===== config.mk =====
export PLATFORM = sky130hd
export DESIGN_NAME = crb_cell
export DESIGN_NICKNAME = d
export VERILOG_FILES = /design/src/design/crb_pkg.sv /design/src/design/crb_cell.sv
export SDC_FILE = /design/constraint.sdc
export NUM_CORES = 1
export LEC_CHECK = 0
export BUFFER_PORTS_ARGS = -buffer_cell sky130_fd_sc_hd__buf_2
export CORE_MARGIN = 2
export CORE_UTILIZATION = 53
export CTS_BUF_LIST = sky130_fd_sc_hd__clkbuf_4
export DETAILED_ROUTE_END_ITERATION = 8
export PLACE_DENSITY = 0.8
export SLEW_MARGIN = 20
export SYNTH_ARGS = -nofsm -noshare
export SYNTH_HDL_FRONTEND = slang
export SYNTH_SLANG_ARGS = --single-unit

===== constraint.sdc =====
create_clock -name clk -period 4.7 [get_ports clk]
set_input_delay 1.175 -clock clk [delete_from_list [all_inputs] [get_ports clk]]
set_output_delay 1.175 -clock clk [all_outputs]
set_load 0.1 [all_outputs]

===== src/design/crb_pkg.sv =====
package crb_pkg;

  // datapath widths
  localparam int unsigned GUARD_BITS = 16;
  localparam int unsigned ANG_FRAC   = 24;
  localparam int unsigned XW         = 52;   // cordic x/y, q.16 (16 guard bits), signed
  localparam int unsigned ZW         = 35;   // angle accumulator, degrees q.24, signed
  localparam int unsigned ZUW        = 33;   // wrapped angle in [0, 360) degrees q.24
  localparam int unsigned MAX_CELLS  = 32;

  localparam logic [31:0]          GAIN_Q32  = 32'd2608131496;
  localparam logic signed [ZW-1:0] DEG180    = ZW'(64'sd180 <<< ANG_FRAC);
  localparam logic signed [ZW-1:0] DEG360    = ZW'(64'sd360 <<< ANG_FRAC);
  localparam logic [25:0]          HEAD_FULL = 26'(64'd360 << 16);
  localparam logic [32:0]          DIST_MAX  = {33{1'b1}};

  typedef struct packed {
    logic signed [31:0] from_x;
    logic signed [31:0] from_y;
    logic signed [31:0] to_x;
    logic signed [31:0] to_y;
  } in_word_t;

  typedef struct packed {
    logic [32:0] distance;
    logic [24:0] heading;
  } out_word_t;

  // word handed from cell to cell
  typedef struct packed {
    logic signed [XW-1:0] x;
    logic signed [XW-1:0] y;
    logic signed [ZW-1:0] z;
    logic                 same;   // start and target coincide
  } vec_t;

  // atan(2^-i) in degrees, q.24, rounded
  function automatic logic [29:0] atan_q24(input logic [4:0] i);
    logic [29:0] a;
    case (i)
      5'd0:    a = 30'd754974720;
      5'd1:    a = 30'd445687602;
      5'd2:    a = 30'd235489088;
      5'd3:    a = 30'd119537938;
      5'd4:    a = 30'd60000934;
      5'd5:    a = 30'd30029717;
      5'd6:    a = 30'd15018523;
      5'd7:    a = 30'd7509719;
      5'd8:    a = 30'd3754917;
      5'd9:    a = 30'd1877466;
      5'd10:   a = 30'd938734;
      5'd11:   a = 30'd469367;
      5'd12:   a = 30'd234684;
      5'd13:   a = 30'd117342;
      5'd14:   a = 30'd58671;
      5'd15:   a = 30'd29335;
      5'd16:   a = 30'd14668;
      5'd17:   a = 30'd7334;
      5'd18:   a = 30'd3667;
      5'd19:   a = 30'd1833;
      5'd20:   a = 30'd917;
      5'd21:   a = 30'd458;
      5'd22:   a = 30'd229;
      5'd23:   a = 30'd115;
      5'd24:   a = 30'd57;
      5'd25:   a = 30'd29;
      5'd26:   a = 30'd14;
      5'd27:   a = 30'd7;
      5'd28:   a = 30'd4;
      5'd29:   a = 30'd2;
      5'd30:   a = 30'd1;
      default: a = 30'd0;
    endcase
    return a;
  endfunction

endpackage


===== src/design/crb_cell.sv =====
module crb_cell #(
  parameter int unsigned STAGE = 0
) (
  input  logic          clk,
  input  logic          rst_n,
  input  logic          in_valid,
  input  crb_pkg::vec_t in_vec,
  input  logic          free_dn,
  output logic          out_valid,
  output crb_pkg::vec_t out_vec,
  output logic          free_up
);

  localparam logic signed [crb_pkg::ZW-1:0] ANG =
    {{(crb_pkg::ZW - 30){1'b0}}, crb_pkg::atan_q24(STAGE[4:0])};

  logic signed [crb_pkg::XW-1:0] xs;
  logic signed [crb_pkg::XW-1:0] ys;
  crb_pkg::vec_t                 vec_nxt;
  crb_pkg::vec_t                 vec_r;
  logic                          valid_r;

  // one micro-rotation, driving y towards zero
  always_comb begin
    xs = in_vec.x >>> STAGE;
    ys = in_vec.y >>> STAGE;
    vec_nxt.same = in_vec.same;
    if (!in_vec.y[crb_pkg::XW-1]) begin
      vec_nxt.x = in_vec.x + ys;
      vec_nxt.y = in_vec.y - xs;
      vec_nxt.z = in_vec.z + ANG;
    end else begin
      vec_nxt.x = in_vec.x - ys;
      vec_nxt.y = in_vec.y + xs;
      vec_nxt.z = in_vec.z - ANG;
    end
  end

  assign free_up = !valid_r || free_dn;

  always_ff @(posedge clk) begin
    if (!rst_n) begin
      valid_r <= 1'b0;
    end else if (free_up) begin
      valid_r <= in_valid;
    end
  end

  always_ff @(posedge clk) begin
    if (free_up && in_valid) begin
      vec_r <= vec_nxt;
    end
  end

  assign out_valid = valid_r;
  assign out_vec   = vec_r;

endmodule


== Word-level counts from Yosys, hierarchy flattened ==
Cells that the tools add are included.

* Add/sub/neg operators: 5
* Multiplexer cells: 1
* Reductions and logical operators: 3

{| class="wikitable"
|+ Operators by type and width
! kind !! count
|-
| $mux 139 || 1
|-
| $sub 52x52->52 || 2
|-
| $add 52x52->52 || 1
|-
| $add 35x31->35 const B || 1
|-
| $sub 35x31->35 const B || 1
|-
| $logic_and 1x1->1 || 1
|-
| $logic_not 1->1 || 1
|-
| $logic_or 1x1->1 || 1
|}

* Bits in registers: 141
* Bits of input ports: 144
* Word-level logic and storage cells: 14

== Depth between registers and ports, before layout ==
* Depth in word-level cells: 3
* Gate-level depth with buffers: 14
* Gate-level depth less buffers: 13

== Least setup slack after synthesis ==
OpenSTA, ideal clock, no wires.

* Path type: input to register
* Start: input port free_dn
* End: register vec_r, in the netlist out_vec[0], enable pin
* Setup time: 0.514 ns
* Data arrival time: 5.272 ns
* Required time: 4.186 ns
* Setup slack: -1.085 ns
* Cell stages on the path: 2
* Cells stage by stage: nand2b_1 and2_1

* Longest elaborated chain between the ends: 2

{| class="wikitable"
|+ Ends and longest elaborated chain
! item !! line !! RTL
|-
| from (decl) || crb_cell.sv:8 || <nowiki>input logic free_dn,</nowiki>
|-
| $logic_or 1x1->1 || crb_cell.sv:39 || <nowiki>assign free_up = !valid_r || free_dn;</nowiki>
|-
| $logic_and 1x1->1 || crb_cell.sv:50 || <nowiki>if (free_up && in_valid) begin</nowiki>
|-
| to (signal assigned) || crb_cell.sv:51 || <nowiki>vec_r <= vec_nxt;</nowiki>
|-
| to (decl) || crb_cell.sv:20 || <nowiki>crb_pkg::vec_t vec_r;</nowiki>
|}

No other way between the ends.
A chain may end at the register's enable or synchronous reset.

==> run metrics <==
top area cells in the synthesized netlist sky130_fd_sc_hd__edfxtp_1 29%, sky130_fd_sc_hd__ha_1 16%, sky130_fd_sc_hd__a21oi_1 7.6%, sky130_fd_sc_hd__xnor2_1 5.9%, sky130_fd_sc_hd__inv_1 4.3%; number of antenna violations at the first check in global routing 1; area added between synthesis and finish 16.00%; slew at the pin with the worst max-slew slack between 1 and 1.5 ns; total gr overflow 0; Clk Tree Root Cell sky130_fd_sc_hd__clkbuf_4; number of instances resized during post-cts repair 0; y dimension of the die between 150 and 200 um; PwrDens between 300 and 400 nW/um2; area of the mapped netlist around 14000 um2; wire length of the first global-routing pass around 74000 um; post-DR wirelength/cell approximately 20 um; worst clock skew about 0.027 ns; outcome complete, no violations; type of the setup path with the least slack input pin to register; area leader, netlist sky130_fd_sc_hd__edfxtp_1; Routed Wire Length just under 50000 um; number of rows created at floorplan 60; overall die width 168.2 um; fraction of layout instances using a drive strength above 1 approximately 20%; number of register bits inferred by synthesis 140; final standard cell count with taps included and fillers excluded roughly 2300; element type at the critical path end register; clock latency on the worst-skew pair roughly 0.58 ns; leading register cell type out of synthesis sky130_fd_sc_hd__edfxtp_1; net count reported at finish about 2300; cell count after synthesis 1704; number of clock buffers inserted by TritonCTS 17; iteration-0 DRC count of the detailed router approximately 1800; total setup violations reported at the end of the flow 0; max-cap check violation count 0; number of flops mapped to enable cells by yosys around 140; maximum number of pins on one net before global-route repair about 100; final setup slack of the worst path slightly above 0.5 ns; CTS clk-pin slew, worst paths 0.16 ns; deepest level of the CTS H-tree 4; fraction of post-synthesis cell area in the top cell type by area between 20% and 30%; vias in the first global route approximately 14000; Hold WC Path Type register to register; CTS tree done; Tmin final approximately 4.2 ns; count of buffers added by post-CTS timing repair for setup 0; hold-fix buffers at CTS 0; FF-to-FF path depth 3; die area between 20000 and 30000 um2; critical path data arrival time 4.49 ns; number of nets still failing antenna checks after routing 0; setup repair after global routing missed its margin false; relative max-transition margin between 20% and 30%; library cells used by synthesis about 80; startpoint types input pin; cell count of the worst hold path 2; leakage power about 7.4 nW; routability congestion estimate roughly 1; nets in the synthesized netlist ~2000; total global-route track usage between 30% and 40%; count of final hold-check violations 0; length of the first detailed-routing pass in iterations 8; Final Max Tran Viols 0; syn avg cell area ~8.4 um2; maximum clock path buffer count 2; maximum fanout along the worst path 13; Detailed Place HPWL about 38000 um; # clock sinks 140; total negative slack for setup checks 0 ns; core area between 20000 and 30000 um2; sequential cell area fraction in the yosys report 29.35%; largest voltage drop on the vdd net 0.0002153 V; Synth warnings 0; proportion of synthesized flip-flops having asynchronous set or reset 0%; total DRC errors in the routed layout 0; count of buffers inserted at the top-level ports between 200 and 300; post-placement cell count approximately 2300; post-place setup slack between 0.06 and 0.07 ns; Required @ worst endpoint between 5 and 6 ns; Final period util 88.94%; max frequency approximately 240 MHz; Top Ports ~290; initial core utilization 53.47%; detailed-route vias per instance ~6.1; vias post-DR between 10000 and 15000
==> worst max-delay path: stages <==
cell,delay (ns)
sky130_fd_sc_hd__buf_2,0.10
sky130_fd_sc_hd__inv_1,0.05
sky130_fd_sc_hd__ha_1,0.55
sky130_fd_sc_hd__nor2_1,0.13
sky130_fd_sc_hd__a211oi_1,0.51
sky130_fd_sc_hd__or3_1,0.31
sky130_fd_sc_hd__a21o_1,0.22
sky130_fd_sc_hd__o21ai_1,0.14
sky130_fd_sc_hd__o21ai_1,0.56
sky130_fd_sc_hd__o211ai_1,0.19
sky130_fd_sc_hd__a21oi_1,0.23
sky130_fd_sc_hd__o32ai_1,0.13
sky130_fd_sc_hd__xnor2_1,0.19
==> placed cells by master, fill, tap and decap left out, types with 28 or more instances in the layout <==
| master | instances |
|---|---|
| sky130_fd_sc_hd__buf_2 | 284 |
| sky130_fd_sc_hd__a21oi_1 | 218 |
| sky130_fd_sc_hd__ha_1 | 178 |
| sky130_fd_sc_hd__inv_1 | 163 |
| sky130_fd_sc_hd__nor2_1 | 148 |
| sky130_fd_sc_hd__edfxtp_1 | 139 |
| sky130_fd_sc_hd__o21ai_0 | 116 |
| sky130_fd_sc_hd__xnor2_1 | 96 |
| sky130_fd_sc_hd__nand2_1 | 89 |
| sky130_fd_sc_hd__buf_4 | 60 |
| sky130_fd_sc_hd__o21bai_1 | 46 |
| sky130_fd_sc_hd__a21o_1 | 38 |
| sky130_fd_sc_hd__nand3_1 | 32 |
| sky130_fd_sc_hd__nor3_1 | 28 |
==> cells in the mapped netlist (all sizes together) (3+ instances only) <==
library cell  instances
a211o                 3
a211oi               18
a21boi               14
a21o                 38
a21oi               218
a221oi                5
a22oi                 4
a311oi                3
a31o                  5
a31oi                22
a41o                  3
and2                  6
and3                  5
buf                  29
clkbuf               46
clkinv                3
edfxtp              139
fa                    4
ha                  178
inv                 167
mux2i                23
nand2                90
nand2b               22
nand3                32
nand3b                4
nand4                23
nor2                148
nor2b                15
nor3                 29
nor4                 13
o211ai               17
o21a                 12
o21ai               125
o21bai               46
o311ai                6
o31ai                22
or2                   6
or3                  14
or4                   7
xnor2                96
xor2                 12
==> power breakdown <==
part	leakage, nW	internal [mW]	switching (mW)	total [mW]
clock	0.145	0.281	0.588	0.870
combinational	5.95	0.704	2.19	2.89
sequential	1.35	1.59	0.0457	1.64
==> state kept, by name, indices dropped and copies added (netlist names) <==
register and cells:
out_valid 1, out_vec 139
==> layer usage <==
layer | GRT usage (%) | vias up | share of wire (%)
met5 | 0 | - | 0
met4 | 11.36 | 0 | 3.2
met3 | 4.396 | 105 | 8.3
met2 | 52.37 | 791 | 44
met1 | 46.57 | 6677 | 44
li1 | - | 6685 | -
==> cell type report <==
type | instances | area (um2)
antenna | 2 | 5.005
clock buffer | 17 | 127.6
clock inverter | 15 | 155.1
fill | 2377 | 10150
inverter | 170 | 638.1
multi-input combinational | 1319 | 9138
sequential | 140 | 4194
tap | 341 | 426.7
timing repair buffer | 345 | 1892
==> path summary, 6_finish.rpt <==
path / from / end / slack (ns)
max: in_vec[40] / out_vec[136] / 0.52
min: out_valid / out_valid / 0.55
min reg2reg: out_valid / out_valid / 0.55
max reg2reg: out_valid / out_vec[114] / 2.96
==> per-stage QoR <==
stage / power [mW] / cell area (um2) / util [%] / hold WS (ns)
detailed placement: 4.504 / 16290 / 60.95 / 0.5297
finish: 5.402 / 16580 / 62.02 / 0.5453
floorplan: 3.833 / 14290 / - / 1.274
global placement: 4.486 / 16290 / 60.95 / 0.5074
global route: 5.610 / 16570 / 62.01 / 0.6051
CTS: 5.372 / 16570 / 62.00 / 0.5503
==> logic make-up (layout without fill, tap and decap cells) <==
kind of cell             count (synthesis)  in the layout  share of synthesized area [%]
AO/OA/AOI/OAI                          588            588                          25.66
multiplexers                            23             23                          1.611
AND/OR/NAND/NOR                        418            418                          13.89
flip-flops                             140            140                          29.35
buffers and inverters                  245            547                          6.724
other                                    0              2                              0
adder cells (fa/ha/maj)                182            182                          16.15
XOR/XNOR                               108            108                          6.619
No activity file was read; power rests on OpenSTA's default activity.
