$ cat config.mk
export PLATFORM = sky130hd
export DESIGN_NAME = crb_post
export DESIGN_NICKNAME = d
export VERILOG_FILES = /design/src/design/crb_pkg.sv /design/src/design/crb_post.sv
export SDC_FILE = /design/constraint.sdc
export NUM_CORES = 2
export LEC_CHECK = 0
export BUFFER_PORTS_ARGS = -buffer_cell sky130_fd_sc_hd__buf_2
export CORE_AREA = 4 4 260 262
export CTS_CLUSTER_DIAMETER = 30
export CTS_CLUSTER_SIZE = 28
export DETAILED_ROUTE_END_ITERATION = 16
export DIE_AREA = 0 0 264 266
export PLACE_DENSITY_LB_ADDON = 0.1
export SYNTH_ARGS = -nofsm -noshare
export SYNTH_HDL_FRONTEND = slang
export SYNTH_SLANG_ARGS = --single-unit
$ cat constraint.sdc
create_clock -name clk -period 8.4 [get_ports clk]
set_input_delay 1.68 -clock clk [delete_from_list [all_inputs] [get_ports clk]]
set_output_delay 1.68 -clock clk [all_outputs]
set_load 0.05 [all_outputs]
$ cat src/design/crb_pkg.sv
package crb_pkg;

  // datapath widths
  localparam int unsigned GUARD_BITS = 16;
  localparam int unsigned ANG_FRAC   = 24;
  localparam int unsigned XW         = 52;   // cordic x/y, q.16 (16 guard bits), signed
  localparam int unsigned ZW         = 35;   // angle accumulator, degrees q.24, signed
  localparam int unsigned ZUW        = 33;   // wrapped angle in [0, 360) degrees q.24
  localparam int unsigned MAX_CELLS  = 32;

  localparam logic [31:0]          GAIN_Q32  = 32'd2608131496;
  localparam logic signed [ZW-1:0] DEG180    = ZW'(64'sd180 <<< ANG_FRAC);
  localparam logic signed [ZW-1:0] DEG360    = ZW'(64'sd360 <<< ANG_FRAC);
  localparam logic [25:0]          HEAD_FULL = 26'(64'd360 << 16);
  localparam logic [32:0]          DIST_MAX  = {33{1'b1}};

  typedef struct packed {
    logic signed [31:0] from_x;
    logic signed [31:0] from_y;
    logic signed [31:0] to_x;
    logic signed [31:0] to_y;
  } in_word_t;

  typedef struct packed {
    logic [32:0] distance;
    logic [24:0] heading;
  } out_word_t;

  // word handed from cell to cell
  typedef struct packed {
    logic signed [XW-1:0] x;
    logic signed [XW-1:0] y;
    logic signed [ZW-1:0] z;
    logic                 same;   // start and target coincide
  } vec_t;

  // atan(2^-i) in degrees, q.24, rounded
  function automatic logic [29:0] atan_q24(input logic [4:0] i);
    logic [29:0] a;
    case (i)
      5'd0:    a = 30'd754974720;
      5'd1:    a = 30'd445687602;
      5'd2:    a = 30'd235489088;
      5'd3:    a = 30'd119537938;
      5'd4:    a = 30'd60000934;
      5'd5:    a = 30'd30029717;
      5'd6:    a = 30'd15018523;
      5'd7:    a = 30'd7509719;
      5'd8:    a = 30'd3754917;
      5'd9:    a = 30'd1877466;
      5'd10:   a = 30'd938734;
      5'd11:   a = 30'd469367;
      5'd12:   a = 30'd234684;
      5'd13:   a = 30'd117342;
      5'd14:   a = 30'd58671;
      5'd15:   a = 30'd29335;
      5'd16:   a = 30'd14668;
      5'd17:   a = 30'd7334;
      5'd18:   a = 30'd3667;
      5'd19:   a = 30'd1833;
      5'd20:   a = 30'd917;
      5'd21:   a = 30'd458;
      5'd22:   a = 30'd229;
      5'd23:   a = 30'd115;
      5'd24:   a = 30'd57;
      5'd25:   a = 30'd29;
      5'd26:   a = 30'd14;
      5'd27:   a = 30'd7;
      5'd28:   a = 30'd4;
      5'd29:   a = 30'd2;
      5'd30:   a = 30'd1;
      default: a = 30'd0;
    endcase
    return a;
  endfunction

endpackage

$ cat src/design/crb_post.sv
module crb_post (
  input  logic               clk,
  input  logic               rst_n,
  input  logic               in_valid,
  input  crb_pkg::vec_t      in_vec,
  output logic               free_up,
  output logic               out_valid,
  output crb_pkg::out_word_t out_word,
  input  logic               out_stall
);

  localparam int unsigned UXW = crb_pkg::XW - 1;
  localparam int unsigned UHW = UXW - 32;
  localparam int unsigned HIW = UHW + 33;

  // stage 1: low partial product, angle wrap
  logic [UXW-1:0]           ux;
  logic signed [crb_pkg::ZW-1:0] z_a;
  logic signed [crb_pkg::ZW-1:0] z_b;
  logic [63:0]              pl1_nxt;
  logic [crb_pkg::ZUW-1:0]  zw1_nxt;
  logic                     v1_r;
  logic [UHW-1:0]           uh1_r;
  logic [63:0]              pl1_r;
  logic [crb_pkg::ZUW-1:0]  zw1_r;
  logic                     same1_r;

  // stage 2: high partial product, heading rounding
  logic [HIW-1:0]           hi2_nxt;
  logic [25:0]              hs;
  logic [24:0]              head2_nxt;
  logic                     v2_r;
  logic [HIW-1:0]           hi2_r;
  logic [24:0]              head2_r;
  logic                     same2_r;

  // stage 3: guard rounding, saturation, output word
  logic [HIW:0]             dsum;
  logic [32:0]              dist_sat;
  crb_pkg::out_word_t       out_nxt;
  crb_pkg::out_word_t       out_r;
  logic                     out_valid_r;

  logic free1;
  logic free2;
  logic free3;

  assign free3   = !out_valid_r || !out_stall;
  assign free2   = !v2_r || free3;
  assign free1   = !v1_r || free2;
  assign free_up = free1;

  always_comb begin
    ux      = in_vec.x[crb_pkg::XW-1] ? '0 : in_vec.x[UXW-1:0];
    pl1_nxt = 64'(ux[31:0]) * 64'(crb_pkg::GAIN_Q32);
    z_a     = in_vec.z[crb_pkg::ZW-1] ? in_vec.z + crb_pkg::DEG360 : in_vec.z;
    z_b     = (z_a >= crb_pkg::DEG360) ? z_a - crb_pkg::DEG360 : z_a;
    zw1_nxt = z_b[crb_pkg::ZW-1] ? '0 : z_b[crb_pkg::ZUW-1:0];
  end

  always_comb begin
    hi2_nxt = HIW'(uh1_r) * HIW'(crb_pkg::GAIN_Q32) + HIW'(pl1_r[63:32]);
    hs      = 26'(({1'b0, zw1_r} + 34'd128) >> 8);
    if (hs >= crb_pkg::HEAD_FULL) begin
      head2_nxt = 25'(hs - crb_pkg::HEAD_FULL);
    end else begin
      head2_nxt = hs[24:0];
    end
  end

  always_comb begin
    dsum = {1'b0, hi2_r} + (HIW + 1)'(1 << (crb_pkg::GUARD_BITS - 1));
    if (dsum[HIW:crb_pkg::GUARD_BITS + 33] != '0) begin
      dist_sat = crb_pkg::DIST_MAX;
    end else begin
      dist_sat = dsum[crb_pkg::GUARD_BITS +: 33];
    end
    if (same2_r) begin
      out_nxt.distance = '0;
      out_nxt.heading  = '0;
    end else begin
      out_nxt.distance = dist_sat;
      out_nxt.heading  = head2_r;
    end
  end

  always_ff @(posedge clk) begin
    if (!rst_n) begin
      v1_r        <= 1'b0;
      v2_r        <= 1'b0;
      out_valid_r <= 1'b0;
    end else begin
      if (free1) begin
        v1_r <= in_valid;
      end
      if (free2) begin
        v2_r <= v1_r;
      end
      if (free3) begin
        out_valid_r <= v2_r;
      end
    end
  end

  always_ff @(posedge clk) begin
    if (free1 && in_valid) begin
      uh1_r   <= ux[UXW-1:32];
      pl1_r   <= pl1_nxt;
      zw1_r   <= zw1_nxt;
      same1_r <= in_vec.same;
    end
    if (free2 && v1_r) begin
      hi2_r   <= hi2_nxt;
      head2_r <= head2_nxt;
      same2_r <= same1_r;
    end
    if (free3 && v2_r) begin
      out_r <= out_nxt;
    end
  end

  assign out_valid = out_valid_r;
  assign out_word  = out_r;

endmodule
; ---- Yosys cells after proc, flatten, opt, wreduce, memory -nomap -nowiden
; Cells that the tools add are included.
[op_classes]
addsub = 6
mul = 2
magnitude_cmp = 2
muxes = 5
reduce_logical = 11
[ops]
columns = operator, n
row1 = 2-to-1 mux 35 bit, 2
row2 = "multiplier 32 x 29 -> 61 bit, second input constant", 1
row3 = "adder 52 x 16 -> 53 bit, second input constant", 1
row4 = adder 51 x 32 -> 52 bit, 1
row5 = "multiplier 19 x 29 -> 48 bit, second input constant", 1
row6 = "adder 35 x 34 -> 35 bit, second input constant", 1
row7 = "greater-or-equal comparator 35 x 34 -> 1 bit, second input constant", 1
row8 = "subtractor 35 x 34 -> 35 bit, second input constant", 1
row9 = "adder 33 x 8 -> 34 bit, second input constant", 1
row10 = 2-to-1 mux 33 bit, 1
row11 = 2-to-1 mux 32 bit, 1
row12 = "greater-or-equal comparator 26 x 25 -> 1 bit, second input constant", 1
row13 = 2-to-1 mux 25 bit, 1
row14 = "subtractor 25 bit, second input constant", 1
row15 = zero test 1 bit, 4
row16 = nonzero test 4 bit, 1
row17 = logical AND 1 bit, 3
row18 = logical OR 1 bit, 3
[totals]
reg_bits = 253
input_bits = 144
word_cells = 38

; ---- Logic depth before layout (Yosys ltp)
[logic_depth]
ltp_word = 5
depth_mapped = 33
ltp_nobuf = 31

; ---- Worst setup path after synthesis
; OpenSTA, ideal clock, no wires.
[synth_path]
path_type = input to register
from = input port in_vec[139] (netlist bit)
to = register pl1_r[63], data pin
arrival_time_ns = 8.841
required_time_ns = 8.140
slack_ns = -0.701
path_stages = 26
path_buffers = 1
path_cell_list = clkbuf_1 -> nor2b_1 -> ha_1 -> inv_1 -> fa_1 -> fa_1 -> fa_1 -> inv_1 -> fa_1 -> fa_1 -> fa_1 -> inv_1 -> fa_1 -> inv_1 -> ha_1 -> o21a_1 -> o21a_1 -> o31ai_1 -> nor3_1 -> a2bb2oi_1 -> o21ai_0 -> a31oi_1 -> o21ai_0 -> a211oi_1 -> o21bai_1 -> xnor2_1
[synth_via]
elab_chain_cells = 2
[synth_lines]
columns = item, line
row1 = "start, declared", crb_post.sv:5  ; input crb_pkg::vec_t in_vec,
row2 = 2-to-1 mux 32 bit, crb_post.sv:54  ; ux = in_vec.x[crb_pkg::XW-1] ? '0 : in_vec.x[UXW-1:0];
row3 = multiplier 32 x 29 -> 61 bit, crb_post.sv:55  ; pl1_nxt = 64'(ux[31:0]) * 64'(crb_pkg::GAIN_Q32);
row4 = named net pl1_nxt[63], crb_post.sv:20  ; logic [63:0] pl1_nxt;
row5 = "end signal, assigned", crb_post.sv:108  ; pl1_r <= pl1_nxt;
row6 = "end, declared", crb_post.sv:24  ; logic [63:0] pl1_r;
; The timed path passes the listed nets, and every way through them passes these cells.
; A chain may end at the register's enable or synchronous reset.

; ---- Worst setup path after layout
; Same ends and word-level chain as after synthesis.

==> impl_metrics.csv <==
group,metric,value,unit
logic_synthesis,synth.largest_area_cell,"fa_1",
placed_design,hpwl,89500,um
detailed_routing,first_iter_violations,1369,
clocking,clock-sinks,199,
sta,period_share,103,%
detailed_routing,wl_per_cell,20.5,um
placed_design,dp_slack,-0.965,ns
clocking,cts.path.max_buffers,2,
logic_synthesis,synth_area_leaders,"fa_1 37%, ha_1 19%, edfxtp_1 16%, inv_1 10%, xnor2_1 2.3%",
run_status,status,"finished with violations",
global_routing,grt_pass1_vias,28900,
clocking,htreeDepth,4,
worst_setup_path,critical_path_class,"in2reg",
sta,tightest_slew,0.929,ns
sta,max_slew_margin,38.1,%
clocking,holdBufCountCts,0,
logic_synthesis,synth_top_area_share,37.2,%
sta,finalSetupViolCount,15,
worst_setup_path,cp-start-kind,"primary input",
detailed_routing,vias,26000,
logic_synthesis,syn_area,0.0369,mm^2
cells_and_area,drive_above_1_share,22.5,%
logic_synthesis,synthCells,3463,
cells_and_area,utilization,68.0,%
floorplan,die_h,266,um
sta,drv_slew,0,
global_routing,grt_max_degree,67,
floorplan,io_pins,204,
logic_synthesis,ys_ff_latch,199,
floorplan,coreArea,0.0654,mm^2
logic_synthesis,yosys_most_used_dff,"edfxtp_1",
sta,final_hold_viol_count,0,
sta,setup_slack,-0.243,ns
cells_and_area,diodes,0,
placed_design,port_buffers,151,
sta,clock-skew-final,0.0200,ns
logic_synthesis,syn-num-nets,4854,
floorplan,start_util,56.4,%
worst_hold_path,hold_class,"reg2reg",
clocking,tritoncts,"yes",
worst_setup_path,end_kind,"flip-flop",
detailed_routing,drc_errors,0,
logic_synthesis,syn_area_per_cell,10.7,um^2
worst_setup_path,slowest_delay,0.58,ns
placed_design,placed_cells,4844,
sta,rsz0062_at_grt,"yes",
detailed_routing,drtAntennaViolNets,0,
run_status,violations,"setup timing",
floorplan,rows,94,
global_routing,grt_use_total,29.9,%
cells_and_area,syn2layout_area_growth,20.4,%
clocking,insertion_delay,0.49,ns
clocking,cts_root_buf,"clkbuf_16",
sta,totalNegativeSetupSlack,-1.97,ns
clocking,clk_pin_slew,0.09,ns
worst_setup_path,cp_data_required_time,8.64,ns
worst_setup_path,cp_slowest_cell,"fa_1",
logic_synthesis,synth-edff-count,196,
worst_setup_path,r2r_slack,0.31,ns
run,max-cap-violations,0,
worst_setup_path,worstPathArrival,8.88,ns
sta,min_period,8.64,ns
worst_setup_path,path_max_fanout,6,
logic_synthesis,ys_seq_area_share,16.1,%
detailed_routing,first_pass_iters,7,
cells_and_area,final_cells,4967,
logic_synthesis,synth_cell_types,85,
detailed_routing,wirelength,102000,um
floorplan,die_area,0.0702,mm^2
global_routing,antenna_found_initial,1,
global_routing,grt_pass1_wl,161000,um
cells_and_area,nets,5481,
logic_synthesis,synthArstFlopShare,0,%
clocking,cts_buffers,17,
detailed_routing,vias_per_cell,5.23,
placed_design,place.gp.congestion,0.998,
global_routing,gr-total-overflow,0,
logic_synthesis,yosys_warnings,0,
worst_setup_path,worst_path_most_repeated_cell,"fa_1",
sta,maxClockFrequency,116,MHz
floorplan,die_x,264,um
==> final timing paths <==
kind,endpoint,depth (start not counted),from
setup / recovery,pl1_r[63],29,in_vec[139]
hold / removal,same2_r,0,same1_r
setup reg to reg,hi2_r[50],29,uh1_r[6]
hold reg to reg,same2_r,0,same1_r
==> cell usage after synthesis, drive strengths merged, types with 2 or more instances <==
master	number
a41o	2
and4	11
nand2	89
or4	3
a31oi	8
or2	6
mux2i	5
o31ai	8
a21oi	134
o211ai	7
inv	1009
o22ai	3
a221o	4
a22o	3
a211oi	15
clkbuf	18
a31o	5
nor3	18
and2b	2
or3	3
buf	11
xnor2	97
a21boi	4
dfxtp	3
nor2b	75
a21o	44
a2111oi	4
and2	19
nor4	11
nand3	38
o21ai	63
nand2b	35
nand4	27
o21bai	4
ha	562
and3	52
a211o	2
o21a	21
xor2	70
a221oi	2
edfxtp	196
fa	685
nor2	69
==> state kept, by name (all words and copies together) (netlist names) <==
register / cells
out_word: 58
same1_r: 1
same2_r: 1
hi2_r: 37
v2_r: 1
head2_r: 25
out_valid: 1
zw1_r: 26
uh1_r: 19
v1_r: 1
pl1_r: 29
==> final cells by class <==
type                       count  area (um^2)
sequential                   199         5950
multi-input combinational   2226        28200
clock buffer                  18          439
tap                          864         1080
inverter                    1009         3820
clock inverter                14          190
timing repair buffer         637         4730
fill                        5152        20900
==> what timing repair did <==
item | 4_1_cts | 5_1_grt
pin swaps | 62 | 90
buffers inserted | 45 | 48
resized for setup | 127 | 139
endpoints found under the setup margin | 24 | 42
cloned | 2 | 0
==> cells by family after synthesis <==
logic type,synth area share [%]
compound gates,6.05
mux,0.166
buf+inv,10.7
simple gates,6.80
fa+ha+maj,56.2
xor+xnor,3.96
flops,16.1
==> routing by layer <==
metal	wire, um	track usage, %	vias to the layer above	share of wire (%)
met4	3920	10.4	0	3.8
li1	-	-	12100	-
met3	3740	3.34	157	3.7
met2	53400	54.0	531	52
met1	40800	37.6	13200	40
met5	0	0	-	0
==> critical path: cells and delay by family <==
family          cells  cell delay [ns]
compound gates      9             1.54
xor+xnor            1             0.13
fa+ha+maj           9             4.36
buf+inv             8             0.91
simple gates        2             0.26
==> placed cells by master (no fill, tap or decap), drive strengths merged, types with 5 or more instances in the layout <==
| cell type | n |
|---|---|
| a211oi | 15 |
| a21o | 44 |
| a21oi | 134 |
| a31o | 5 |
| a31oi | 8 |
| and2 | 19 |
| and3 | 52 |
| and4 | 11 |
| buf | 637 |
| clkbuf | 18 |
| clkinv | 8 |
| edfxtp | 196 |
| fa | 685 |
| ha | 562 |
| inv | 1012 |
| mux2i | 5 |
| nand2 | 89 |
| nand2b | 35 |
| nand3 | 38 |
| nand4 | 27 |
| nor2 | 69 |
| nor2b | 75 |
| nor3 | 18 |
| nor4 | 11 |
| o211ai | 7 |
| o21a | 21 |
| o21ai | 63 |
| o31ai | 8 |
| or2 | 6 |
| xnor2 | 97 |
| xor2 | 70 |
==> per-stage QoR <==
step	hold WS (ns)	area, um^2
after global placement	0.406	41900
after floorplan	0.400	37100
final	0.426	44400
after global routing	0.438	44400
after CTS	0.430	43500
after detailed placement	0.408	41900
Power is left out: the tool's default activity adds up to more than one toggle a clock period on the data nets, which glitch-free logic cannot reach.
