===== src/design/crb_pkg.sv =====
package crb_pkg;

  // datapath widths
  localparam int unsigned GUARD_BITS = 16;
  localparam int unsigned ANG_FRAC   = 24;
  localparam int unsigned XW         = 52;   // cordic x/y, q.16 (16 guard bits), signed
  localparam int unsigned ZW         = 35;   // angle accumulator, degrees q.24, signed
  localparam int unsigned ZUW        = 33;   // wrapped angle in [0, 360) degrees q.24
  localparam int unsigned MAX_CELLS  = 32;

  localparam logic [31:0]          GAIN_Q32  = 32'd2608131496;
  localparam logic signed [ZW-1:0] DEG180    = ZW'(64'sd180 <<< ANG_FRAC);
  localparam logic signed [ZW-1:0] DEG360    = ZW'(64'sd360 <<< ANG_FRAC);
  localparam logic [25:0]          HEAD_FULL = 26'(64'd360 << 16);
  localparam logic [32:0]          DIST_MAX  = {33{1'b1}};

  typedef struct packed {
    logic signed [31:0] from_x;
    logic signed [31:0] from_y;
    logic signed [31:0] to_x;
    logic signed [31:0] to_y;
  } in_word_t;

  typedef struct packed {
    logic [32:0] distance;
    logic [24:0] heading;
  } out_word_t;

  // word handed from cell to cell
  typedef struct packed {
    logic signed [XW-1:0] x;
    logic signed [XW-1:0] y;
    logic signed [ZW-1:0] z;
    logic                 same;   // start and target coincide
  } vec_t;

  // atan(2^-i) in degrees, q.24, rounded
  function automatic logic [29:0] atan_q24(input logic [4:0] i);
    logic [29:0] a;
    case (i)
      5'd0:    a = 30'd754974720;
      5'd1:    a = 30'd445687602;
      5'd2:    a = 30'd235489088;
      5'd3:    a = 30'd119537938;
      5'd4:    a = 30'd60000934;
      5'd5:    a = 30'd30029717;
      5'd6:    a = 30'd15018523;
      5'd7:    a = 30'd7509719;
      5'd8:    a = 30'd3754917;
      5'd9:    a = 30'd1877466;
      5'd10:   a = 30'd938734;
      5'd11:   a = 30'd469367;
      5'd12:   a = 30'd234684;
      5'd13:   a = 30'd117342;
      5'd14:   a = 30'd58671;
      5'd15:   a = 30'd29335;
      5'd16:   a = 30'd14668;
      5'd17:   a = 30'd7334;
      5'd18:   a = 30'd3667;
      5'd19:   a = 30'd1833;
      5'd20:   a = 30'd917;
      5'd21:   a = 30'd458;
      5'd22:   a = 30'd229;
      5'd23:   a = 30'd115;
      5'd24:   a = 30'd57;
      5'd25:   a = 30'd29;
      5'd26:   a = 30'd14;
      5'd27:   a = 30'd7;
      5'd28:   a = 30'd4;
      5'd29:   a = 30'd2;
      5'd30:   a = 30'd1;
      default: a = 30'd0;
    endcase
    return a;
  endfunction

endpackage


===== src/design/crb_prep.sv =====
module crb_prep (
  input  logic             clk,
  input  logic             rst_n,
  input  logic             in_valid,
  input  crb_pkg::in_word_t in_word,
  input  logic             free_dn,
  output logic             out_valid,
  output crb_pkg::vec_t    out_vec,
  output logic             free_up
);

  logic signed [32:0] dx;
  logic signed [32:0] dy;
  logic signed [32:0] ndx;
  logic signed [32:0] ndy;
  crb_pkg::vec_t      vec_nxt;
  crb_pkg::vec_t      vec_r;
  logic               valid_r;

  // both signs of the difference in parallel, pick one after
  always_comb begin
    dx  = 33'(in_word.to_x)   - 33'(in_word.from_x);
    dy  = 33'(in_word.to_y)   - 33'(in_word.from_y);
    ndx = 33'(in_word.from_x) - 33'(in_word.to_x);
    ndy = 33'(in_word.from_y) - 33'(in_word.to_y);
    vec_nxt.same = (dx == 33'sd0) && (dy == 33'sd0);
    if (dy < 33'sd0) begin
      vec_nxt.x = {{(crb_pkg::XW - 33 - crb_pkg::GUARD_BITS){ndy[32]}}, ndy,
                   {crb_pkg::GUARD_BITS{1'b0}}};
      vec_nxt.y = {{(crb_pkg::XW - 33 - crb_pkg::GUARD_BITS){ndx[32]}}, ndx,
                   {crb_pkg::GUARD_BITS{1'b0}}};
      vec_nxt.z = crb_pkg::DEG180;
    end else begin
      vec_nxt.x = {{(crb_pkg::XW - 33 - crb_pkg::GUARD_BITS){dy[32]}}, dy,
                   {crb_pkg::GUARD_BITS{1'b0}}};
      vec_nxt.y = {{(crb_pkg::XW - 33 - crb_pkg::GUARD_BITS){dx[32]}}, dx,
                   {crb_pkg::GUARD_BITS{1'b0}}};
      vec_nxt.z = '0;
    end
  end

  assign free_up = !valid_r || free_dn;

  always_ff @(posedge clk) begin
    if (!rst_n) begin
      valid_r <= 1'b0;
    end else if (free_up) begin
      valid_r <= in_valid;
    end
  end

  always_ff @(posedge clk) begin
    if (free_up && in_valid) begin
      vec_r <= vec_nxt;
    end
  end

  assign out_valid = valid_r;
  assign out_vec   = vec_r;

endmodule


===== config.mk =====
export PLATFORM = sky130hd
export DESIGN_NAME = crb_prep
export DESIGN_NICKNAME = d
export VERILOG_FILES = /design/src/design/crb_pkg.sv /design/src/design/crb_prep.sv
export SDC_FILE = /design/constraint.sdc
export NUM_CORES = 1
export LEC_CHECK = 0
export CAP_MARGIN = 30
export CORE_MARGIN = 10
export CORE_UTILIZATION = 67
export DETAILED_ROUTE_END_ITERATION = 16
export DONT_BUFFER_PORTS = 1
export HOLD_SLACK_MARGIN = 0.1
export PLACE_DENSITY = 0.83
export SKIP_CTS_REPAIR_TIMING = 1
export SLEW_MARGIN = 25
export SYNTH_ARGS = -nofsm -noshare
export SYNTH_HDL_FRONTEND = slang
export SYNTH_SLANG_ARGS = --single-unit

===== constraint.sdc =====
create_clock -name clk -period 4.4 [get_ports clk]
set_input_delay 0.22 -clock clk [delete_from_list [all_inputs] [get_ports clk]]
set_output_delay 0.22 -clock clk [all_outputs]
set_load 0.03 [all_outputs]

* After elaboration in Yosys (flattened, before gate mapping) *
Cells that the tools add are included.

storage, ports and cells
  output and inout bits = 142
  register bits after elaboration = 141
  logic and storage cells = 17
  input bits = 132

cells by class
  add/sub/neg operators = 4
  order comparisons = 1
  muxes and demuxes = 1
  reduce and logical (&&, ||, !) cells = 6

operators by type and width
  cell                   number
  $mux W139              1
  $sub A32 B32 Y33       4
  $logic_not A33 Y1      2
  $lt A33 B1 Y1 const B  1
  $logic_and A1 B1 Y1    2
  $logic_not A1 Y1       1
  $logic_or A1 B1 Y1     1

* Depth between registers and ports, before layout *
Gate-level depths: netlist (run 1).

  word-level depth = 3
  gate-level depth with buffers = 17
  mapped depth without buffers = 16

* Worst setup path after synthesis (run 1) *
OpenSTA, ideal clock, no wires.

  path type = input port to flip-flop
  start = in in_word[0] (netlist bit)
  end = reg vec_r (netlist bit out_vec[115]) (data pin)
  stages on the path = 17
  library setup time = 270 ps
  path buffers = 2
  arrival = 2860 ps
  path slack = 1270 ps
  cell sequence = inv_1 > ha_1 > fa_1 > nand2b_1 > a21oi_1 > o211ai_1 > a21oi_1 > o21ai_2 > nor2_1 > nor2_2 > a21oi_1 > inv_2 > buf_4 > buf_4 > nor3_1 > a21oi_1 > xor2_1

RTL lines
  item                  line            RTL
  from (decl)           crb_prep.sv:5   input crb_pkg::in_word_t in_word,
  to (signal assigned)  crb_prep.sv:54  vec_r <= vec_nxt;
  to (decl)             crb_prep.sv:17  crb_pkg::vec_t vec_r;

==> PnR_summary.wiki, run 1 <==
{| class="wikitable"
! Metric !! Value
|-
| Number of buffers created by CTS || 9
|-
| Synthesized area per cell || 7.83 um^2
|-
| Number of non-filler instances in the completed layout || between 1.5k and 2k
|-
| Final setup margin || between 0.8 and 0.9 ns
|-
| Count of antenna diodes in the layout || 0
|-
| Max-slew violation count || 0
|-
| Critical path endpoint category || register
|-
| Maximum clock rate || about 280 MHz
|-
| Number of filler cells placed in the layout || around 1.4k
|-
| IO Port Bufs || 0
|-
| Number of vias per cell after detailed routing || approximately 6.3
|-
| Number of max-cap violations || 0
|-
| CP Data Required Time || around 4.6 ns
|-
| Part of the Yosys area used for sequential elements || approximately a fifth
|-
| Synthesis Warnings || 0
|-
| Worst clock skew || about 0.006 ns
|-
| Async set-reset flop share out of synthesis || 0%
|-
| Min-Delay Path Class || input pin to register
|-
| Root cell of the clock tree || sky130_fd_sc_hd__clkbuf_16
|-
| Cell Count Post-Placement || ~1.5k
|-
| Total leakage power || ~5.2 nW
|-
| Worst-case register-to-register setup slack || between 2 and 2.5 ns
|-
| Yosys reg bits || 69
|-
| Worst slew slack as a fraction of its limit || about 48%
|-
| Actual transition at the worst max-transition pin || 0.780 ns
|-
| GR Overflow Total || 0
|-
| Via count of the first global-routing pass || between 9k and 10k
|-
| Max Root-Sink Buffers || 2
|-
| Via count of the routed design || between 9k and 10k
|-
| Largest area contributor in the netlist || sky130_fd_sc_hd__edfxtp_1
|-
| Clock transition at path regs || 0.06 ns
|-
| Initial detailed-routing violation count || 1165
|-
| Unique cell type count in the Yosys netlist || 87
|-
| Sink count of the clock tree || just under 70
|-
| Sum of negative setup slack || 0 ns
|-
| Signal arrival time at the worst endpoint || 3.75 ns
|-
| H-tree depth || 3
|-
| Synth top area share || 18.8%
|-
| Final-stage net count || around 1.6k
|-
| Post-route fraction of the period consumed by the critical path || between 80% and 90%
|-
| Post-route total power || 0.00350 W
|-
| Post-synth top flop || sky130_fd_sc_hd__edfxtp_1
|-
| Pin count of the biggest net entering global routing || 62
|-
| Classification of the worst setup path || input pin to register
|-
| Startpoint Class || input pin
|-
| Total track usage || ~28%
|-
| Clock tree from TritonCTS || done
|-
| Maximum fanout count along the critical path || 2
|-
| First drt pass iteration count || 6
|-
| First-pass GRT wire length || 50.1 mm
|-
| Final WL || 31.7 mm
|-
| Pre-CTS WS || around 0.56 ns
|-
| Post-detailed-route count of antenna-violating nets || 0
|-
| Post-synth EDFFs || 68
|-
| P&R area growth vs syn || 1.15%
|-
| Per-cell routed wire length || about 20 um
|-
| Placeable core area || 15900 um^2
|-
| Hold path depth || 2
|-
| Maximum ir drop on the vdd rail || 0.193 mV
|-
| Result of the run || finished, final reports clean
|-
| Worst-case reg-to-reg path depth || 3
|-
| Die Outline Area || roughly 22000 um^2
|-
| Setup violators final || 0
|-
| Worst Hold Margin || a little over 0.2 ns
|-
| Cell count after synthesis || about 1.4k
|-
| Antenna violations before repair || 0
|-
| Final hold violations || 0
|-
| Estimated wirelength of the detail-placed design || approximately 25 mm
|-
| Cell Pwr Density || about 320 nW/um^2
|-
| RSZ-0062 raised after global routing || no
|-
| Overall die height || 147 um
|-
| Fraction of layout cells with a size suffix above 1 || ~4.4%
|-
| Source-to-sink clock delay at the later pin of the worst-skew pair || 0.35 ns
|-
| Number of placement rows || 46
|-
| Hold Path Origin || in_word[96]
|-
| FF-to-FF Start || out_valid
|-
| Worst Hold Path EP || out_vec[52]
|-
| Worst r2r dst || out_vec[135]
|-
| Period minus WS final || about 3.6 ns
|-
| Netlist area before placement || around 11000 um^2
|-
| Num ports || 274
|-
| Gp weighted congestion || approximately 1.0
|-
| Die X || 147 um
|-
| Count of unresolved DRC violations after routing || 0
|-
| Initial Util || 68.5%
|-
| Most area-consuming cells after synthesis || sky130_fd_sc_hd__edfxtp_1 19%, sky130_fd_sc_hd__ha_1 15%, sky130_fd_sc_hd__a21oi_1 6.2%, sky130_fd_sc_hd__xnor2_1 5.6%, sky130_fd_sc_hd__inv_1 5.5%
|}
-- worst max path at each step --
stage | startpoint | to | slack [ns]
2_1_floorplan | in_word[0] | out_vec[115] | 1.27
3_3_place_gp | in_word[19] | out_vec[128] | 0.71
3_5_place_dp | in_word[0] | out_vec[0] | 0.56
4_1_cts | in_word[0] | out_vec[0] | 0.90
5_1_grt | in_word[0] | out_vec[0] | 0.64
6_report | in_word[32] | out_vec[0] | 0.83
-- kinds of logic after synthesis --
group                      Yosys count  share of synthesized area (%)
AOI/OAI and AO/OA                  434                           26.4
xor gates and xnor gates           103                           8.30
adders and majority gates          134                           15.7
buffers and inverters              301                           13.4
DFF                                 69                           19.0
muxes                               18                           1.71
other                                1                         0.0345
and+or+nand+nor                    328                           15.5
-- per-stage QoR --
step                      area, um^2  util, %
after CTS                      11000     69.1
after detailed placement       10700     67.1
after floorplan                11100        -
after global placement         10600     66.8
after global routing           11000     69.2
final                          11000     69.2
-- sequential cells by signal, summed over array words and instances (netlist names) --
| name | flops |
|---|---|
| out_vec | 68 |
| out_valid | 1 |
-- layout by cell type (no fill, tap or decap), drive strengths merged, types with 11 or more instances in the layout --
cell / netlist / layout
nand4: 22 / 22
nor2b: 18 / 18
a21oi: 135 / 135
nand3: 18 / 18
ha: 130 / 130
o211ai: 11 / 11
conb: 1 / 63
inv: 159 / 159
nand2: 87 / 87
o21ai: 90 / 90
nor2: 69 / 69
xor2: 34 / 34
edfxtp: 68 / 68
xnor2: 69 / 69
mux2i: 13 / 13
nor3: 23 / 23
buf: 113 / 13
a21o: 75 / 75
a31oi: 14 / 14
o21a: 13 / 13
nand2b: 23 / 23
-- worst max-delay path, cell delays in order --
cell and delay (ns):
sky130_fd_sc_hd__inv_1 0.03, sky130_fd_sc_hd__ha_1 0.21, sky130_fd_sc_hd__fa_1 0.51, sky130_fd_sc_hd__nand4_1 0.10, sky130_fd_sc_hd__nor4_1 0.49, sky130_fd_sc_hd__o2111ai_1 0.19
sky130_fd_sc_hd__nor4b_1 0.31, sky130_fd_sc_hd__nand4_1 0.12, sky130_fd_sc_hd__nor4_1 0.30, sky130_fd_sc_hd__nand4b_1 0.18, sky130_fd_sc_hd__nor4bb_1 0.44, sky130_fd_sc_hd__nand4b_1 0.16
sky130_fd_sc_hd__nor4_1 0.26, sky130_fd_sc_hd__nor4b_2 0.22
-- layout make-up --
class / count / area [um^2] / share of cell area [%]
sequential: 69 / 2060 / 18.7
clock buffer: 9 / 225 / 2.05
inverter: 159 / 597 / 5.43
timing repair buffer: 15 / 165 / 1.50
clock inverter: 7 / 90.1 / 0.819
multi-input combinational: 1080 / 7590 / 69.0
tap: 216 / 270 / 2.46
-- where the power goes --
| group | total (W) | switching, W | internal (W) |
|---|---|---|---|
| Clock | 0.000809 | 0.000317 | 0.000493 |
| Sequential | 0.00116 | 0.000266 | 0.000893 |
| Combinational | 0.00153 | 0.000970 | 0.000562 |
-- metal layers --
layer  global-route usage (%)  share of wire [%]
met1                     34.4                 40
met2                     45.8                 47
met3                     7.14                 11
met4                     9.07                2.5
met5                        0                  0
-- cell usage after synthesis, types with 10 or more instances --
cell type,instances
sky130_fd_sc_hd__nor2_1,68
sky130_fd_sc_hd__a31oi_1,14
sky130_fd_sc_hd__o21ai_0,72
sky130_fd_sc_hd__nor3_1,22
sky130_fd_sc_hd__buf_4,76
sky130_fd_sc_hd__buf_2,30
sky130_fd_sc_hd__ha_1,130
sky130_fd_sc_hd__o211ai_1,11
sky130_fd_sc_hd__o21a_1,13
sky130_fd_sc_hd__and3_1,10
sky130_fd_sc_hd__clkbuf_1,29
sky130_fd_sc_hd__nand4_1,22
sky130_fd_sc_hd__edfxtp_1,68
sky130_fd_sc_hd__a21oi_1,134
sky130_fd_sc_hd__a21o_1,75
sky130_fd_sc_hd__o21ai_1,15
sky130_fd_sc_hd__nand2_1,87
sky130_fd_sc_hd__inv_1,158
sky130_fd_sc_hd__nand2b_1,23
sky130_fd_sc_hd__mux2i_1,13
sky130_fd_sc_hd__xnor2_1,69
sky130_fd_sc_hd__nor2b_1,18
sky130_fd_sc_hd__xor2_1,34
sky130_fd_sc_hd__nand3_1,18
Note: power is estimated with default switching activity, not from simulation.
==> run 2: changes to the inputs <==
--- a/config.mk
+++ b/config.mk
@@ -5,6 +5,7 @@
 export SDC_FILE = /design/constraint.sdc
 export NUM_CORES = 1
 export LEC_CHECK = 0
+export ABC_AREA = 1
 export CAP_MARGIN = 30
 export CORE_MARGIN = 10
 export CORE_UTILIZATION = 67
==> constraint.sdc (replaced) <==
create_clock -name clk -period 3.5 [get_ports clk]
set_input_delay 0.175 -clock clk [delete_from_list [all_inputs] [get_ports clk]]
set_output_delay 0.175 -clock clk [all_outputs]
set_load 0.03 [all_outputs]
==> run 2 against run 1 <==
Against the previous run: via count is 35% higher; cell count is 50% higher; synthesized cell count is 52% higher; final area is 15% higher; sequential share of layout area shrank 2.5 points; routed wire length is 34% higher; die area increased by 12%; critical path depth increased by 4; core utilization increased by 0.86 points; hold slack got worse by 0.064 ns; count of clock-buffer cells in the layout is the same; largest power group unchanged; first-iteration DRC count increased by 46%.
==> PnR_summary.wiki, run 2 <==
{| class="wikitable"
! Metric !! Value
|-
| Result of the run || finished, final reports clean
|-
| Source-to-sink clock delay at the later pin of the worst-skew pair || 0.35 ns (about the same)
|-
| Synthesis Warnings || 0 (unchanged)
|-
| Number of flip-flops under the largest register name || 68 (unchanged)
|-
| Actual transition at the worst max-transition pin || 0.930 ns (+0.150 ns)
|-
| Max Root-Sink Buffers || 2 (unchanged)
|-
| Main combinational cell family by area after synthesis || simple AND/OR/NAND/NOR gates
|-
| Final core utilization || 70.1% (+0.86 points)
|-
| Maximum ir drop on the vdd rail || 0.258 mV (+34%)
|-
| Most frequent cell after synthesis || sky130_fd_sc_hd__nand2_1
|-
| Part of the Yosys area used for sequential elements || 16.6% (-2.3 points)
|-
| Share of the synthesized area in compound gates (AO/OA/AOI/OAI) || 11.8% (-15 points)
|-
| Number of max-cap violations || 0 (unchanged)
|-
| Sink count of the clock tree || 69 (unchanged)
|-
| Die Outline Area || 24300 um^2 (+12%)
|-
| Final-stage net count || 2357 (+47%)
|-
| Setup violators final || 0 (unchanged)
|-
| Synth top area share || 21.4% (+2.6 points)
|-
| Post-synth EDFFs || 68 (unchanged)
|-
| Estimated wirelength of the detail-placed design || 36.4 mm (+43%)
|-
| Simple-gate share of the synthesized area || 34.2% (+19 points)
|-
| Worst Hold Margin || 0.141 ns (-0.0639 ns)
|-
| Most area-consuming cells after synthesis || sky130_fd_sc_hd__nand2_1 21%, sky130_fd_sc_hd__edfxtp_1 16%, sky130_fd_sc_hd__ha_1 13%, sky130_fd_sc_hd__inv_1 13%, sky130_fd_sc_hd__nand3_1 5.0%
|-
| Crit path from || in_word[0]
|-
| Antenna violations before repair || 1 (+1)
|-
| Via count of the first global-routing pass || 12.4k (+30%)
|-
| Num ports || 274 (unchanged)
|-
| P&R area growth vs syn || 2.38%
|-
| Period minus WS final || approximately 2.5 ns
|-
| Placeable core area || 18100 um^2 (+14%)
|-
| CP Data Required Time || 3.58 ns (-1.00 ns)
|-
| Root cell of the clock tree || sky130_fd_sc_hd__clkbuf_16
|-
| Synthesized area per cell || 5.87 um^2 (-25%)
|-
| IO Port Bufs || 0 (unchanged)
|-
| Per-cell routed wire length || 18.3 um (-10%)
|-
| Cell count after synthesis || 2110 (+52%)
|-
| FF-to-FF Start || out_valid
|-
| Async set-reset flop share out of synthesis || 0% (unchanged)
|-
| GR Overflow Total || 0 (unchanged)
|-
| CP max stage delay || 0.41 ns (-0.10 ns)
|-
| Classification of the worst setup path || input pin to register
|-
| Post-route fraction of the period consumed by the critical path || 70.6%
|-
| Netlist area before placement || 12400 um^2 (+14%)
|-
| Adder-Cell Fraction of Synth Area || 13.8% (-1.9 points)
|-
| Pin count of the biggest net entering global routing || 78 (+26%)
|-
| Startpoint Class || input pin
|-
| Most common cell after layout, fill and taps aside || sky130_fd_sc_hd__nand2_1
|-
| Cell Pwr Density || 364 nW/um^2 (+14%)
|-
| Multiplexer area fraction after synthesis || 0.162% (-1.6 points)
|-
| Number of vias per cell after detailed routing || 5.72 (-9.5%)
|-
| Max-slew violation count || 0 (unchanged)
|-
| Worst slew slack as a fraction of its limit || 37.8% (-9.8 points)
|-
| Clock tree from TritonCTS || done
|-
| Gp weighted congestion || 1.04 (+4.3%)
|-
| Die X || 156 um (+5.8%)
|-
| Critical path endpoint category || register
|-
| List of most frequent post-synthesis cells || 705 x sky130_fd_sc_hd__nand2_1, 422 x sky130_fd_sc_hd__inv_1, 137 x sky130_fd_sc_hd__nor2_1, 130 x sky130_fd_sc_hd__ha_1, 124 x sky130_fd_sc_hd__nand3_1
|-
| Post-synth top flop || sky130_fd_sc_hd__edfxtp_1
|-
| Largest area contributor in the netlist || sky130_fd_sc_hd__nand2_1
|-
| Unique cell type count in the Yosys netlist || 43 (-51%)
|-
| Number of placement rows || 49 (+6.5%)
|-
| Buf+Inv Stages, Crit Path || 4 (+3)
|-
| Count of antenna diodes in the layout || 0 (unchanged)
|-
| Signal arrival time at the worst endpoint || 2.56 ns (-1.19 ns)
|-
| First-pass GRT wire length || 65.0 mm (+30%)
|-
| Via count of the routed design || 13.3k (+35%)
|-
| Post-detailed-route count of antenna-violating nets || 0 (unchanged)
|-
| Slowest-stage cell, CP || sky130_fd_sc_hd__fa_1
|-
| Overall die height || 156 um (+5.8%)
|-
| Count of unresolved DRC violations after routing || 0 (unchanged)
|-
| Total leakage power || 7.42 nW (+42%)
|-
| Ordered cell list for the critical path || inv_1, ha_1, fa_1, inv_1, nand3_1, nand2_2, nand2_2, nand2_2, nand2_1, nand2_1, nand2_1, nand2_1, nand2_2, nand2_2, inv_2, buf_12, a21oi_1, a31oi_2
|-
| Cell class contributing the biggest share of worst-path delay || simple AND/OR/NAND/NOR gates
|-
| Worst clock skew || 0.0138 ns (+0.00766 ns)
|-
| Xor/xnor share of the synthesized area || 4.17% (-4.1 points)
|-
| Sum of negative setup slack || 0 ns (unchanged)
|-
| Fraction of layout cells with a size suffix above 1 || 3.44% (-0.97 points)
|-
| Final hold violations || 0 (unchanged)
|-
| Most prevalent standard cell on the critical path || sky130_fd_sc_hd__nand2_2
|-
| Hold Path Origin || in_word[96]
|-
| RSZ-0062 raised after global routing || no
|-
| Clock transition at path regs || 0.07 ns (about the same)
|-
| Total track usage || 33.4% (+5.7 points)
|-
| Maximum fanout count along the critical path || 77 (+75)
|-
| Initial Util || 68.5% (about the same)
|-
| Yosys reg bits || 69 (unchanged)
|-
| Highest-count cells in the layout ignoring fill and taps || 705 x sky130_fd_sc_hd__nand2_1, 422 x sky130_fd_sc_hd__inv_1, 137 x sky130_fd_sc_hd__nor2_1, 130 x sky130_fd_sc_hd__ha_1, 124 x sky130_fd_sc_hd__nand3_1
|-
| Final WL || 42.6 mm (+34%)
|-
| H-tree depth || 3 (unchanged)
|-
| Number of filler cells placed in the layout || 1680 (+22%)
|-
| Min-Delay Path Class || input pin to register
|-
| Initial detailed-routing violation count || 1705 (+46%)
|-
| Number of buffers created by CTS || 9 (unchanged)
|-
| Maximum clock rate || about 400 MHz
|-
| First drt pass iteration count || 6 (unchanged)
|}
## run 2: cell types whose count changed after synthesis, sizes merged, moves of 18 or more
| cell | before | now |
|---|---|---|
| nand2 | 87 | 717 |
| nor2 | 69 | 150 |
| xor2 | 34 | 56 |
| a21o | 75 | 3 |
| nor2b | 18 | 0 |
| xnor2 | 69 | 3 |
| nand3 | 18 | 125 |
| inv | 159 | 435 |
| nand2b | 23 | 0 |
| clkbuf | 29 | 2 |
## run 2: cell families (layout without fill, tap and decap cells)
family,count (synthesis),after routing
mux,2,2
compound gates,268,268
xor+xnor,59,59
buf+inv,540,464
flops,69,69
simple gates,1037,1037
other cells,1,63
fa+ha+maj,134,134
## run 2: worst register-to-register path: stages (launching register included)
cell	delay, ns
sky130_fd_sc_hd__dfxtp_1	0.45
sky130_fd_sc_hd__a21oi_4	0.80
sky130_fd_sc_hd__buf_4	0.38
## run 2: area by class of cell
type | count | area (um^2) | share of cell area (%)
Inverter | 437 | 1640 | 12.9
Clock buffer | 9 | 225 | 1.78
Timing Repair Buffer | 11 | 173 | 1.36
Clock inverter | 7 | 98.8 | 0.780
Tap cell | 229 | 287 | 2.26
Multi-Input combinational cell | 1563 | 8190 | 64.6
Sequential cell | 69 | 2060 | 16.3
## run 2: final timing paths
kind                       end  slack (ns)  depth (start not counted)
setup reg to reg  out_vec[129]        1.57                          2
hold / removal     out_vec[52]        0.14                          2
hold reg to reg    out_vec[82]        1.12                          1
setup / recovery  out_vec[108]        1.03                         18
## run 2: where the power goes
| group | switching (W) | total, W | internal [W] |
|---|---|---|---|
| clock network | 0.000413 | 0.00104 | 0.000629 |
| logic | 0.00148 | 0.00211 | 0.000632 |
| registers | 0.000353 | 0.00146 | 0.00111 |
| total | 0.00225 | 0.00462 | 0.00237 |
## run 2: per-layer routing
metal | GRT usage (%) | vias up | wire, um
met3 | 10.1 | 83 | 6530
met5 | 0 | - | 13
met2 | 51.6 | 921 | 18200
met4 | 9.08 | 2 | 1070
li1 | - | 6357 | -
met1 | 44.1 | 5934 | 16800
## run 2: metrics by stage
stage	area, um^2	worst slack, ns	power [W]	instances
3_3_place_gp	12300	0.833	0.00342	2304
4_1_cts	12700	1.09	0.00453	2323
6_report	12700	1.03	0.00462	2325
5_1_grt	12700	0.883	0.00484	2325
2_1_floorplan	12600	0.731	0.00301	2172
3_5_place_dp	12300	0.736	0.00350	2307
